<file path="src/rtl/core/falt_pkg.sv">
`timescale 1ns / 1ps

package falt_pkg;

  // Window of previous characters; slot 0 is the one just before the current.
  localparam int WIN_DEPTH = 7;

  localparam logic [9:0]  LEVEL_LIMIT = 10'd600;
  localparam logic [15:0] FEET_LIMIT  = 16'd60000;
  localparam logic [6:0]  LEVEL_SCALE = 7'd100;

  localparam logic [7:0] CH_A     = 8'h41;
  localparam logic [7:0] CH_F     = 8'h46;
  localparam logic [7:0] CH_L     = 8'h4C;
  localparam logic [7:0] CH_T     = 8'h54;
  localparam logic [7:0] CH_0     = 8'h30;
  localparam logic [7:0] CH_9     = 8'h39;
  localparam logic [7:0] CH_DOT   = 8'h2E;
  localparam logic [7:0] CH_COMMA = 8'h2C;
  localparam logic [7:0] CH_SPACE = 8'h20;
  localparam logic [7:0] CH_TAB   = 8'h09;
  localparam logic [7:0] CH_CR    = 8'h0D;
  localparam logic [7:0] CH_LF    = 8'h0A;
  localparam logic [7:0] CH_SLASH = 8'h2F;

  // ALT tag phases
  localparam logic [1:0] PH_SEEK   = 2'd0;
  localparam logic [1:0] PH_BLANKS = 2'd1;
  localparam logic [1:0] PH_DIGITS = 2'd2;
  localparam logic [1:0] PH_DONE   = 2'd3;

  // Pattern codes reported with a result
  localparam logic [1:0] PAT_FL_PREFIX = 2'd0;
  localparam logic [1:0] PAT_F_SUFFIX  = 2'd1;
  localparam logic [1:0] PAT_ALT_TAG   = 2'd2;
  localparam logic [1:0] PAT_FT_SUFFIX = 2'd3;

  typedef struct packed {
    logic [7:0] text_char;
    logic       last_char;
  } falt_item_t;

  typedef struct packed {
    logic        found;
    logic [15:0] altitude_ft;
    logic [1:0]  pattern_used;
  } falt_result_t;

  function automatic logic is_num(input logic [7:0] ch);
    return (ch >= CH_0) && (ch <= CH_9);
  endfunction

  function automatic logic [3:0] dval(input logic [7:0] ch);
    logic [7:0] d;
    d = ch - CH_0;
    return d[3:0];
  endfunction

  function automatic logic is_delim(input logic [7:0] ch);
    return (ch == CH_DOT) || (ch == CH_COMMA) || (ch == CH_SPACE) ||
           (ch == CH_CR) || (ch == CH_LF) || (ch == CH_SLASH);
  endfunction

  // Three-digit level value, at most 999.
  function automatic logic [9:0] lvl3(input logic [7:0] a, input logic [7:0] b,
                                      input logic [7:0] c);
    logic [9:0] s;
    s = 10'(dval(a)) * 10'd100 + 10'(dval(b)) * 10'd10 + 10'(dval(c));
    return s;
  endfunction

  // Three digits forming a level in 1..599.
  function automatic logic lvl3_ok(input logic [7:0] a, input logic [7:0] b,
                                   input logic [7:0] c);
    logic [9:0] s;
    s = lvl3(a, b, c);
    return is_num(a) && is_num(b) && is_num(c) && (s != 10'd0) && (s < LEVEL_LIMIT);
  endfunction

endpackage

</file>
<file path="src/rtl/core/falt_in_stage.sv">
`timescale 1ns / 1ps

module falt_in_stage
  import falt_pkg::*;
(
  input  logic       clk,
  input  logic       rst,
  input  logic       s_tvalid,
  output logic       s_tready,
  input  logic [7:0] s_tdata,
  input  logic       s_tlast,
  input  logic       room,
  output logic       step,
  output falt_item_t item
);

  logic valid;
  logic advance;

  // A final character waits here until the result register has room.
  assign advance  = !valid || !item.last_char || room;
  assign s_tready = advance;
  assign step     = valid && advance;

  always_ff @(posedge clk) begin
    if (rst) begin
      valid <= 1'b0;
    end else if (advance) begin
      valid <= s_tvalid;
    end
  end

  always_ff @(posedge clk) begin
    if (advance && s_tvalid) begin
      item.text_char <= s_tdata;
      item.last_char <= s_tlast;
    end
  end

endmodule

</file>
<file path="src/rtl/core/falt_scan.sv">
`timescale 1ns / 1ps

module falt_scan
  import falt_pkg::*;
(
  input  logic         clk,
  input  logic         rst,
  input  logic         step,
  input  falt_item_t   item,
  output falt_result_t result
);

  logic [7:0]  recent [WIN_DEPTH];
  logic        prefix_hit;
  logic [9:0]  prefix_value;
  logic        suffix_hit;
  logic [9:0]  suffix_value;
  logic [1:0]  tag_phase;
  logic [15:0] tag_value;
  logic [15:0] feet_value;

  logic        prefix_hit_next;
  logic [9:0]  prefix_value_next;
  logic        suffix_hit_next;
  logic [9:0]  suffix_value_next;
  logic [1:0]  tag_phase_next;
  logic [15:0] tag_value_next;
  logic [15:0] feet_value_next;

  always_comb begin
    logic [7:0]  c;
    logic        last;
    logic [19:0] tag_sum;
    logic [16:0] feet_sum;
    logic [16:0] level_ft;
    c        = item.text_char;
    last     = item.last_char;
    level_ft = 17'd0;

    prefix_hit_next   = prefix_hit;
    prefix_value_next = prefix_value;
    suffix_hit_next   = suffix_hit;
    suffix_value_next = suffix_value;
    tag_phase_next    = tag_phase;
    tag_value_next    = tag_value;
    feet_value_next   = feet_value;

    // FL prefix: closed by a non-digit, or by the end of the message
    if (!prefix_hit && !is_num(c) && recent[4] == CH_F && recent[3] == CH_L &&
        lvl3_ok(recent[2], recent[1], recent[0])) begin
      prefix_hit_next   = 1'b1;
      prefix_value_next = lvl3(recent[2], recent[1], recent[0]);
    end else if (!prefix_hit && last && recent[3] == CH_F && recent[2] == CH_L &&
                 lvl3_ok(recent[1], recent[0], c)) begin
      prefix_hit_next   = 1'b1;
      prefix_value_next = lvl3(recent[1], recent[0], c);
    end

    // F suffix: closed by a delimiter, or F as the final character
    if (!suffix_hit && is_delim(c) && recent[0] == CH_F && !is_num(recent[4]) &&
        lvl3_ok(recent[3], recent[2], recent[1])) begin
      suffix_hit_next   = 1'b1;
      suffix_value_next = lvl3(recent[3], recent[2], recent[1]);
    end else if (!suffix_hit && last && c == CH_F && !is_num(recent[3]) &&
                 lvl3_ok(recent[2], recent[1], recent[0])) begin
      suffix_hit_next   = 1'b1;
      suffix_value_next = lvl3(recent[2], recent[1], recent[0]);
    end

    // ALT tag
    tag_sum = 20'(tag_value) * 20'd10 + 20'(dval(c));
    case (tag_phase)
      PH_SEEK: begin
        if (c == CH_T && recent[0] == CH_L && recent[1] == CH_A) begin
          tag_phase_next = PH_BLANKS;
        end
      end
      PH_BLANKS: begin
        if (is_num(c)) begin
          tag_phase_next = PH_DIGITS;
          tag_value_next = 16'(dval(c));
        end else if (c != CH_SPACE && c != CH_TAB) begin
          tag_phase_next = PH_DONE;
        end
      end
      PH_DIGITS: begin
        if (is_num(c)) begin
          tag_value_next = (tag_sum > 20'(FEET_LIMIT)) ? FEET_LIMIT : tag_sum[15:0];
        end else begin
          tag_phase_next = PH_DONE;
        end
      end
      default: ;
    endcase

    // FT suffix
    feet_sum = 17'(dval(recent[5])) * 17'd10000 + 17'(dval(recent[4])) * 17'd1000 +
               17'(dval(recent[3])) * 17'd100 + 17'(dval(recent[2])) * 17'd10 +
               17'(dval(recent[1]));
    if (feet_value == 16'd0 && c == CH_T && recent[0] == CH_F && !is_num(recent[6]) &&
        is_num(recent[5]) && is_num(recent[4]) && is_num(recent[3]) &&
        is_num(recent[2]) && is_num(recent[1]) && feet_sum != 17'd0 &&
        feet_sum < 17'(FEET_LIMIT)) begin
      feet_value_next = feet_sum[15:0];
    end

    // Pick by pattern priority
    result.found        = 1'b1;
    result.altitude_ft  = 16'd0;
    result.pattern_used = PAT_FL_PREFIX;
    if (prefix_hit_next) begin
      level_ft            = 17'(prefix_value_next) * 17'(LEVEL_SCALE);
      result.altitude_ft  = level_ft[15:0];
    end else if (suffix_hit_next) begin
      level_ft            = 17'(suffix_value_next) * 17'(LEVEL_SCALE);
      result.altitude_ft  = level_ft[15:0];
      result.pattern_used = PAT_F_SUFFIX;
    end else if ((tag_phase_next == PH_DIGITS || tag_phase_next == PH_DONE) &&
                 tag_value_next != 16'd0 && tag_value_next < FEET_LIMIT) begin
      result.altitude_ft  = tag_value_next;
      result.pattern_used = PAT_ALT_TAG;
    end else if (feet_value_next != 16'd0) begin
      result.altitude_ft  = feet_value_next;
      result.pattern_used = PAT_FT_SUFFIX;
    end else begin
      result.found = 1'b0;
    end
  end

  // Clear everything at the end of each message.
  always_ff @(posedge clk) begin
    if (rst || (step && item.last_char)) begin
      for (int i = 0; i < WIN_DEPTH; i++) recent[i] <= 8'd0;
      prefix_hit   <= 1'b0;
      prefix_value <= 10'd0;
      suffix_hit   <= 1'b0;
      suffix_value <= 10'd0;
      tag_phase    <= PH_SEEK;
      tag_value    <= 16'd0;
      feet_value   <= 16'd0;
    end else if (step) begin
      for (int i = WIN_DEPTH - 1; i > 0; i--) recent[i] <= recent[i - 1];
      recent[0]    <= item.text_char;
      prefix_hit   <= prefix_hit_next;
      prefix_value <= prefix_value_next;
      suffix_hit   <= suffix_hit_next;
      suffix_value <= suffix_value_next;
      tag_phase    <= tag_phase_next;
      tag_value    <= tag_value_next;
      feet_value   <= feet_value_next;
    end
  end

endmodule

</file>
<file path="src/rtl/core/flight_altitude_text_parser_core.sv">
`timescale 1ns / 1ps
// Output: a result is registered when its final character leaves the input register.
// Throughput: one character per cycle; the input register feeds the scan logic and the
// result register, so a final character stalls the input only while a result waits untaken.
// Reset: synchronous rst clears the input, scan and result valid state; each message end
// clears the scan state again.

module flight_altitude_text_parser_core
  import falt_pkg::*;
(
  input  logic        clk,
  input  logic        rst,
  input  logic        s_tvalid,
  output logic        s_tready,
  input  logic [7:0]  s_tdata,   // [7:0] text_char
  input  logic        s_tlast,   // last_char
  output logic        m_tvalid,
  input  logic        m_tready,
  output logic [23:0] m_tdata,   // [0] found, [16:1] altitude_ft, [23:17] zero
  output logic [1:0]  m_tuser    // [1:0] pattern_used
);

  logic         room;
  logic         step;
  falt_item_t   item;
  falt_result_t scan_result;
  falt_result_t out_result;
  logic         out_valid;

  // The result register can take a new request when empty or being drained.
  assign room = !out_valid || m_tready;

  falt_in_stage u_in_stage (
    .clk      (clk),
    .rst      (rst),
    .s_tvalid (s_tvalid),
    .s_tready (s_tready),
    .s_tdata  (s_tdata),
    .s_tlast  (s_tlast),
    .room     (room),
    .step     (step),
    .item     (item)
  );

  falt_scan u_scan (
    .clk    (clk),
    .rst    (rst),
    .step   (step),
    .item   (item),
    .result (scan_result)
  );

  // Load a result on each final character; drop valid once taken.
  always_ff @(posedge clk) begin
    if (rst) begin
      out_valid <= 1'b0;
    end else if (step && item.last_char) begin
      out_valid <= 1'b1;
    end else if (m_tready) begin
      out_valid <= 1'b0;
    end
  end

  always_ff @(posedge clk) begin
    if (step && item.last_char) begin
      out_result <= scan_result;
    end
  end

  assign m_tvalid = out_valid;
  assign m_tdata  = {7'd0, out_result.altitude_ft, out_result.found};
  assign m_tuser  = out_result.pattern_used;

  // No match reports zero altitude and the first pattern code.
  a_nothing_found_zero: assert property (@(posedge clk) disable iff (rst)
    (out_valid && !out_result.found) |->
      (out_result.altitude_ft == 16'd0 && out_result.pattern_used == PAT_FL_PREFIX))
    else $error("empty result carries nonzero fields");

  // A reported altitude lies in the valid feet range.
  a_found_in_range: assert property (@(posedge clk) disable iff (rst)
    (out_valid && out_result.found) |->
      (out_result.altitude_ft != 16'd0 && out_result.altitude_ft < FEET_LIMIT))
    else $error("reported altitude out of range");

  // The input only stalls behind a final character held in the input register.
  a_stall_cause: assert property (@(posedge clk) disable iff (rst)
    !s_tready |-> (item.last_char && !room))
    else $error("input stalled without a pending final character");

  // A final character that moves on always produces a result next cycle.
  a_last_gives_result: assert property (@(posedge clk) disable iff (rst)
    (step && item.last_char) |=> m_tvalid)
    else $error("final character produced no result");

endmodule
</file>
<file path="config.mk">
export PLATFORM = sky130hd
export DESIGN_NAME = flight_altitude_text_parser_core
export DESIGN_NICKNAME = d
export VERILOG_FILES = /design/src/rtl/core/falt_pkg.sv /design/src/rtl/core/falt_in_stage.sv /design/src/rtl/core/falt_scan.sv /design/src/rtl/core/flight_altitude_text_parser_core.sv
export SDC_FILE = /design/constraint.sdc
export NUM_CORES = 1
export LEC_CHECK = 0
export CAP_MARGIN = 40
export CORE_MARGIN = 2
export CORE_UTILIZATION = 40
export CTS_BUF_LIST = sky130_fd_sc_hd__clkbuf_8
export DETAILED_ROUTE_END_ITERATION = 10
export DONT_BUFFER_PORTS = 1
export HOLD_SLACK_MARGIN = 0.08
export PLACE_DENSITY = 0.56
export SYNTH_ARGS = -nofsm -noshare
export SYNTH_HDL_FRONTEND = slang
export SYNTH_SLANG_ARGS = --single-unit
export TNS_END_PERCENT = 5
</file>
<file path="constraint.sdc">
create_clock -name clk -period 20.5 [get_ports clk]
set_clock_uncertainty 0.05 [all_clocks]
set_input_delay 2.05 -clock clk [delete_from_list [all_inputs] [get_ports clk]]
set_output_delay 2.05 -clock clk [all_outputs]
set_load 0.03 [all_outputs]
</file>
Word-level counts from Yosys, hierarchy flattened:

Memory sizes are Yosys's and may differ from the RTL's.
Index checks and enable logic that the tools add are counted.
W data, S select, Z words.

* flip-flop bits (word level): 86
* memory bits (writable): 56
* input port bits: 13
* word-level logic and storage cells: 219
* memories: 1

* $add $sub $neg: 18
* multipliers: 13
* $lt $le $gt $ge: 22
* eq/ne operators: 21
* muxes and demuxes: 37
* bitwise operators: 7
* reduce and logical (&&, ||, !) cells: 84

Memories
* u_scan.recent: depth 7, width 8, read ports 7, clocked after Yosys merged registers in 0, wr ports 7, RTL line falt_scan.sv:13 `logic [7:0] recent [WIN_DEPTH];`

Operator list (number)
* $mux W16: 5
* $eq A8 B7 Y1 const B: 9
* $ge A8 B6 Y1 const B: 8
* $le A8 B6 Y1 const B: 8
* $mux W8: 7
* $logic_and A1 B1 Y1: 54
* $mux W18: 3
* $mux W10: 4
* $eq A8 B6 Y1 const B: 4
* $pmux W16 S2: 1
* $reduce_bool A16 Y1: 2
* $add A10 B4 Y10: 3
* $add A10 B8 Y10: 3
* $lt A10 B10 Y1 const B: 3
* $reduce_bool A10 Y1: 3
* $mul A10 B5 Y14 const B: 2
* $mul A4 B3 Y7 const B: 4
* $sub A4 B1 Y4 const B: 7
* $mul A4 B5 Y8 const B: 3
* $add A20 B4 Y20: 1
* $gt A20 B16 Y1 const B: 1
* $mul A16 B3 Y19 const B: 1
* $add A17 B11 Y17: 1
* $add A17 B14 Y17: 1
* 24 further kinds: 64

Depth between registers and ports, before layout:

Gate-level depths: netlist (run 1).
An unclocked memory read counts as a cell.

* depth after elaboration: 18
* depth in mapped cells: 34
* mapped depth without buffers: 33

Hierarchy:

A second synthesis (run 1) with hierarchy kept.

* cells, all modules: 1583
* area total of the unflattened synthesis: 14597.8 um2

Modules (own cells, without submodules)
* falt_scan: times used 1, cells an instance 1535, area each 13578.0 um2
* flight_altitude_text_parser_core: times used 1, cells an instance 32, area each 676.9 um2
* falt_in_stage: times used 1, cells an instance 16, area each 342.8 um2

Least setup slack after synthesis (run 1):

OpenSTA, ideal clock, no wires.

* kind: register -> register
* start: mem u_scan.recent[1][3]
* end: reg out_result, in the netlist m_tdata[16], data pin
* arrival: 7.090 ns
* path slack: 13.092 ns
* stages on the path, launching flop included: 33
* path through: edfxtp_1 > ha_1 > ha_1 > inv_1 > fa_1 > inv_1 > ha_1 > ha_1 > a21oi_1 > o21bai_1 > a21oi_1 > xor2_1 > nand2_1 > a21oi_1 > mux2i_1 > nor4_1 > clkbuf_1 > mux2i_1 > mux2i_1 > ha_1 > ha_1 > fa_1 > ha_1 > a21oi_1 > o21bai_1 > a21oi_1 > o21bai_1 > a21oi_1 > o21bai_1 > a21oi_1 > xnor2_1 > a22oi_1 > o31ai_1

RTL lines
* start, declared: RTL line falt_scan.sv:13
* end signal, assigned: RTL line flight_altitude_text_parser_core.sv:66 `out_result <= scan_result;`
* end, declared: RTL line flight_altitude_text_parser_core.sv:27 `falt_result_t out_result;`

==> summary.md, run 1 <==
| Metric | Value |
|---|---|
| Power per cell area | between 60 and 70 nW/µm² |
| Highest-count cells in the layout ignoring fill and taps | ha_1, inv_1, a21oi_1 |
| DR pass1 iterations | 5 |
| Vias | about 11000 |
| Seq/Total Area, Yosys | approximately a quarter |
| Startpoint type of the worst setup path | register |
| Antenna violations before repair | 0 |
| Die area | roughly 38000 µm² |
| DP HPWL | around 30000 µm |
| Crit-path most repeated cell | a21oi_1 |
| CTS tree | yes |
| Setup WS post-layout | roughly 13000 ps |
| Syn_area_per_cell | about 9.1 µm² |
| Vias per cell | 5.62 |
| Clock Latency Late Sink | around 480 ps |
| Placed cells | ~2000 |
| Vert. Die Dim | ~200 µm |
| Synth cell types | between 80 and 90 |
| Initial Util | slightly above 40% |
| WL met3 | approximately 1300 µm |
| Reg-to-reg setup timing slack | between 10000 and 15000 ps |
| Hold Crit Class | reg2reg |
| Final cell count without fillers | between 2000 and 2500 |
| CTS clock-pin slew for the worst setup and hold paths | around 80 ps |
| Area grow syn2layout | 6.28% |
| Switching pwr | 390 µW |
| DR iter-0 viols | between 600 and 700 |
| Routed length per instance | about 19 µm |
| Row count | around 70 |
| Top sig layer | met4 |
| Most common cell after layout, fill and taps aside | ha_1 |
| IO Port Bufs | 0 |
| Post-Synthesis Cells | ~1600 |
| All-Layer GR Usage | about a fifth |
| Layout cell share with drive strength beyond 1 | between 5 and 6% |
| Synth Register Bits | 141 |
| Clock share of power | 26.7% |
| Worst-path fanout max | 16 |
| Unrepaired setup endpoints after global routing | no |
| Cell with the largest stage delay on the worst path | edfxtp_1 |
| Largest net degree at the start of global routing | between 80 and 90 |
| Root buffer cell | clkbuf_8 |
| Synth async-reset ratio | 0% |
| Max-slew violation total from the final report | 0 |
| Cts bufs inserted | 17 |
| Final hold vios | 0 |
| DIE WIDTH | 194 µm |
| Max_slew headroom | a little under two fifths |
| Overflow after GRT | 0 |
| Post-synth EDFFs | between 80 and 90 |
| Switching share of power | between 30% and 40% |
| Worst Tran Pin Value | around 940 ps |
| Core footprint | 35700 µm² |
| DRC | 0 |
| Status | completed |
| CTS Sinks | between 100 and 150 |
| Hold slack | between 400 and 500 ps |
| Placed cell areas | around 15000 µm² |
| Leak | between 0.006 and 0.007 µW |
| Final setup fails | 0 |
| Post-CTS sizing | 0 |
| Crit path DAT | ~8000 ps |
| H-tree depth | 4 |
| First-pass GRT wire length | between 60000 and 70000 µm |
| TNS Setup | 0 ps |
| CP Class | reg2reg |
| Pre-CTS setup slack | between 10000 and 15000 ps |
| Fin area | between 15000 and 20000 µm² |
| Comb pwr share | between 40% and 50% |
| # diodes | 0 |
| Postcts setup bufs | 0 |
| Max Cap Violations | 0 |
| Routed length on met2 | 17000 µm |
| Final wirelength | ~38000 µm |
| Post-route ant nets | 0 |
| RD Place Congestion | 0.839 |
| CP Capture Type | register |
| Yosys warning total | 0 |
| Top FF cell, synth | edfxtp_1 |
| Int Power | between 600 and 700 µW |
| Worst path max stage delay | between 700 and 800 ps |
| Peak VDD IR | between 0.03 and 0.04 mV |
| Final nets | roughly 1900 |
| Clock Tree Buf Depth | 2 |
| Num ports | 41 |
| Worst Path Required | approximately 21000 ps |
| Fmax | approximately 130 MHz |
| Wl on met1 | 19200 µm |
| Vias in the first global route | about 11000 |
| CTS Hold Buffers Added | 0 |
| Seq pwr share | between 30% and 40% |
| Period minus WS final | about 8000 ps |
| Mapped Area | 14500 µm² |
| Final period utilization | between 30% and 40% |
## final timing paths
path	from	to	cells past startpoint
setup / recovery	u_scan.recent[1][0]$_SDFFCE_PN0P_	m_tdata[16]$_DFFE_PP_	30
hold / removal	u_scan.prefix_value[1]$_SDFFE_PP0P_	u_scan.prefix_value[1]$_SDFFE_PP0P_	2
setup reg to reg	u_scan.recent[1][0]$_SDFFCE_PN0P_	m_tdata[16]$_DFFE_PP_	30
hold reg to reg	u_scan.prefix_value[1]$_SDFFE_PP0P_	u_scan.prefix_value[1]$_SDFFE_PP0P_	2
## stage by stage
stage / power, µW / utilization [%]
after floorplan: 639 / -
after global placement: 737 / 41.9
after detailed placement: 740 / 42.0
after CTS: 1010 / 43.3
after global routing: 1070 / 43.3
final: 1000 / 43.3
## synthesized netlist by cell type, drive strengths merged, types with 6 or more instances
cell,n,area share [%]
nand3,26,0.98
o21a,10,0.52
and3,39,1.7
mux2i,27,1.9
edfxtp,83,17
nor3,45,1.6
nor4,18,0.82
xnor2,68,4.2
o21ai,45,1.6
clkbuf,46,1.2
o211ai,6,0.34
a211oi,31,1.7
or2,7,0.30
nor2,112,2.9
a31oi,7,0.30
buf,22,0.88
xor2,24,1.5
or3,9,0.46
fa,51,7.0
nor2b,14,0.60
a21oi,138,4.8
nand2,86,2.2
nand4,10,0.43
a221oi,14,0.84
o21bai,24,1.2
inv,149,3.9
and2,14,0.60
ha,250,22
a31o,11,0.66
dfxtp,58,8.0
nand2b,11,0.47
a21o,18,0.93
or4,11,0.57
a22oi,14,0.72
o31ai,9,0.47
## power groups by stage
stage	clock network (µW)	registers, µW	logic, µW
final	268	330	405
after global routing	284	333	457
after CTS	273	331	406
after detailed placement	0	337	402
after global placement	0	337	400
after floorplan	0	329	309
## worst max-delay path, delay by kind of cell, from the launching register on
kind            cells  cell delay (ps)
fa+ha+maj           9             2950
flops               1              710
mux                 1              130
simple gates        2              690
xor+xnor            2              380
buf+inv             2              110
compound gates     14             2460
## per-layer routing
| layer | vias to the layer above | GRT usage [%] |
|---|---|---|
| met5 | - | 0 |
| met4 | 0 | 4.02 |
| met3 | 23 | 2.46 |
| met2 | 200 | 31.9 |
| met1 | 5538 | 29.0 |
| li1 | 5677 | - |
## cells by family (layout without fill, tap and decap cells)
logic type	count (synthesis)	in the layout	share of synthesized area, %
fa+ha+maj	301	301	28.6
compound gates	375	375	17.1
other cells	1	7	0.0258
xor+xnor	92	92	5.66
mux	31	31	2.20
simple gates	429	429	15.3
flops	141	141	25.2
buf+inv	217	197	5.93
## registers in the layout, indices dropped and copies added, names as in the netlist
signal and flops:
m_tvalid 1, m_tdata 17, u_scan.prefix_value 10, u_scan.suffix_hit 1, u_scan.prefix_hit 1, m_tuser 2, u_scan.tag_value 16, u_scan.recent 55
u_scan.tag_phase 2, u_in_stage.item 9, u_in_stage.valid 1, u_scan.suffix_value 10, u_scan.feet_value 16
## cell type report
type	instances	area [µm²]
fillers	3484	20200
multi-input cells	1235	10000
flip-flops and latches	141	3650
well taps	461	577
inverters	149	559
clock buffers	17	234
clock inverters	15	221
repair buffers	16	140
Note: power is estimated with default switching activity, not from simulation.
==> run 2, diff against run 1 <==
Settings changed: ABC_AREA set to 1.
Clock period 20.5 ns to 8.07 ns, I/O delays scaled along.
==> run 2 against run 1 <==
Net effect:
- flip-flop and latch count unchanged
- maximum frequency increased by 4.1%
- synthesized cell count increased by 29%
- core utilization about the same
- global-route usage increased by 1.6 points
- worst setup slack got worse by 12000 ps
- critical path type unchanged
==> summary.md, run 2 <==
| Metric | Value |
|---|---|
| DRC | 0 (unchanged) |
| Vert. Die Dim | 199 µm (+2.4%) |
| CTS tree | yes |
| Worst path max stage delay | 530 ps (-180 ps) |
| Num ports | 41 (unchanged) |
| Peak VDD IR | 0.112 mV (+180%) |
| Yosys warning total | 0 (unchanged) |
| Final hold vios | 0 (unchanged) |
| Max FFs per register | 55 (unchanged) |
| Syn_area_per_cell | 7.43 µm² (-19%) |
| CTS Sinks | 141 (unchanged) |
| Storage element area | 3650 µm² (unchanged) |
| Final setup fails | 0 (unchanged) |
| Mapped Area | 15200 µm² (+5.0%) |
| Most numerous cell in the Yosys netlist | nand2_1 |
| Family with the most delay on the worst path | adder cells |
| Synth cell types | 53 (-40%) |
| DR pass1 iterations | 5 (unchanged) |
| Met1 GRT Util | 30.5% (+1.5 points) |
| RD Place Congestion | 0.879 (+4.7%) |
| CP Capture Type | register |
| Post-Synthesis Cells | 2049 (+29%) |
| Mux contribution to synthesized area | 0% (-2.2 points) |
| Most common cell after layout, fill and taps aside | nand2_1 |
| Largest cells by area after synthesis | ha_1, edfxtp_1, nand2_1 |
| Worst Path Buf+Inv | 6 (+4) |
| DP HPWL | 33400 µm (+13%) |
| M3 GR Usage | 2.89% (+0.42 points) |
| Post-synth top cells | nand2_1, inv_1, ha_1 |
| Layout cell share with drive strength beyond 1 | 5.52% (-0.39 points) |
| Worst Tran Pin Value | 913 ps (-25.9 ps) |
| Clock Latency Late Sink | 480 ps (about the same) |
| Startpoint type of the worst setup path | register |
| Max-slew violation total from the final report | 0 (unchanged) |
| Fmax | 134 MHz (+4.1%) |
| Antenna violations before repair | 0 (unchanged) |
| Fraction of the mapped netlist area in simple logic gates | 25.3% (+10 points) |
| Vias | 12837 (+12%) |
| First-pass GRT wire length | 66400 µm (+10%) |
| Row count | 71 (+2.9%) |
| Final nets | 2366 (+26%) |
| Cell with the largest stage delay on the worst path | edfxtp_1 |
| Leak | 0.00832 µW (+20%) |
| # diodes | 0 (unchanged) |
| Power per cell area | 149 nW/µm² (+130%) |
| Largest family of logic cells by synthesized area | adder cells |
| Worst-path fanout max | 5 (-11) |
| Top FF cell, synth | edfxtp_1 |
| Final period utilization | 92.6% (+55 points) |
| Hold slack | 356 ps (-56.6 ps) |
| Crit path DAT | 7650 ps (-260 ps) |
| Clock Tree Buf Depth | 2 (unchanged) |
| Routed length per instance | 15.9 µm (-15%) |
| Final wirelength | 41000 µm (+8.2%) |
| Largest net degree at the start of global routing | 56 (-36%) |
| Hold Crit Class | in2reg |
| Core footprint | 37600 µm² (+5.4%) |
| Highest-count cells in the layout ignoring fill and taps | nand2_1, inv_1, ha_1 |
| Die area | 39700 µm² (+4.9%) |
| Synth async-reset ratio | 0% (unchanged) |
| Gr busiest metal | met2 |
| Post-synth top area cell | ha_1 |
| Overflow after GRT | 0 (unchanged) |
| Max Cap Violations | 0 (unchanged) |
| Initial Util | 40.5% (-0.16 points) |
| Period minus WS final | 7470 ps (-304 ps) |
| Status | completed |
| Grt met2 use | 35.0% (+3.2 points) |
| All-Layer GR Usage | 21.5% (+1.6 points) |
| Worst Path Required | 8250 ps (-12390 ps) |
| Vias per cell | 4.98 (-11%) |
| Post-synth top area share | 20.5% (-1.0 points) |
| Root buffer cell | clkbuf_8 |
| Unrepaired setup endpoints after global routing | no |
| Area grow syn2layout | 6.68% |
| Post-synth EDFFs | 83 (unchanged) |
| Placed cell areas | 15800 µm² (+5.7%) |
| Cts bufs inserted | 17 (unchanged) |
| Synth Area in Compound Gates | 9.33% (-7.8 points) |
| Post-route ant nets | 0 (unchanged) |
| Synth Register Bits | 141 (unchanged) |
| Multi-input logic area | 10000 µm² (about the same) |
| Vias in the first global route | 12508 (+14%) |
| Crit-path most repeated cell | nor2_1 |
| Max_slew headroom | 38.6% (+1.2 points) |
| Fin area | 16200 µm² (+5.4%) |
| CP Class | reg2reg |
| IO Port Bufs | 0 (unchanged) |
| CTS clock-pin slew for the worst setup and hold paths | 80 ps (about the same) |
| Xor/xnor share of the synthesized area | 3.62% (-2.0 points) |
| DR iter-0 viols | 811 (+16%) |
| Post-synthesis adder-cell area fraction | 27.2% (-1.4 points) |
| Fillers | 3900 (+12%) |
| H-tree depth | 4 (unchanged) |
| DIE WIDTH | 199 µm (+2.4%) |
| TNS Setup | 0 ps (unchanged) |
| CTS Hold Buffers Added | 0 (unchanged) |
| Largest Register | u_scan.recent |
| Seq/Total Area, Yosys | 24.0% (-1.2 points) |
[run 2: cell types whose count changed after synthesis, sizes merged, moves of 44 or more]
cell	before	now
nor2	112	232
xnor2	68	24
nand2	86	414
nand3	26	131
o21ai	45	94
inv	149	368
[run 2: worst paths after layout]
path                                                           from  cells after the start                                  end  slack [ps]
worst max-delay path              u_scan.recent[3][1]$_SDFFCE_PN0P_                     38                m_tdata[16]$_DFFE_PP_         600
worst min-delay path                                            rst                      1                m_tvalid$_SDFFE_PP0P_         360
worst max register to register    u_scan.recent[3][1]$_SDFFCE_PN0P_                     38                m_tdata[16]$_DFFE_PP_         600
worst min register to register  u_scan.suffix_value[0]$_SDFFE_PP0P_                      2  u_scan.suffix_value[0]$_SDFFE_PP0P_         430
[run 2: through the flow]
stage / instances / setup slack, ps / utilization, % / total power (µW)
2_1_floorplan: 2055 / 1120 / - / 1620
3_3_place_gp: 2538 / 609 / 42.1 / 1850
3_5_place_dp: 2540 / 484 / 42.1 / 1860
4_1_cts: 2572 / 474 / 43.1 / 2440
5_1_grt: 2576 / 1.69 / 43.2 / 2630
6_report: 2576 / 600 / 43.2 / 2430
[run 2: logic make-up after synthesis]
family,Yosys count
and+or+nand+nor,879
adders and majority gates,301
DFF,141
buffers and inverters,413
other,1
xor gates and xnor gates,63
AOI/OAI and AO/OA,251
[run 2: cell type report]
class	instances	area share (%)
Timing Repair Buffer	21	0.955
Multi-Input combinational cell	1501	61.8
Clock inverter	15	0.839
Sequential cell	141	22.5
Tap cell	511	3.93
Inverter	370	8.55
Clock buffer	17	1.44
[run 2: report_power, final]
group | switching [µW] | internal [µW]
clock network | 305 | 269
logic | 667 | 360
registers | 38.1 | 789
[run 2: timing repair]
action	4_1_cts	5_1_grt
setup endpoints to repair	0	3
resized for setup	0	6
setup buffers	0	4
endpoints found under the hold margin	0	0
[run 2: layer usage]
layer / wire (µm) / share of wire [%]
met2: 18400 / 45
met1: 20600 / 50
met3: 1430 / 3.5
met4: 559 / 1.4
met5: 0 / 0
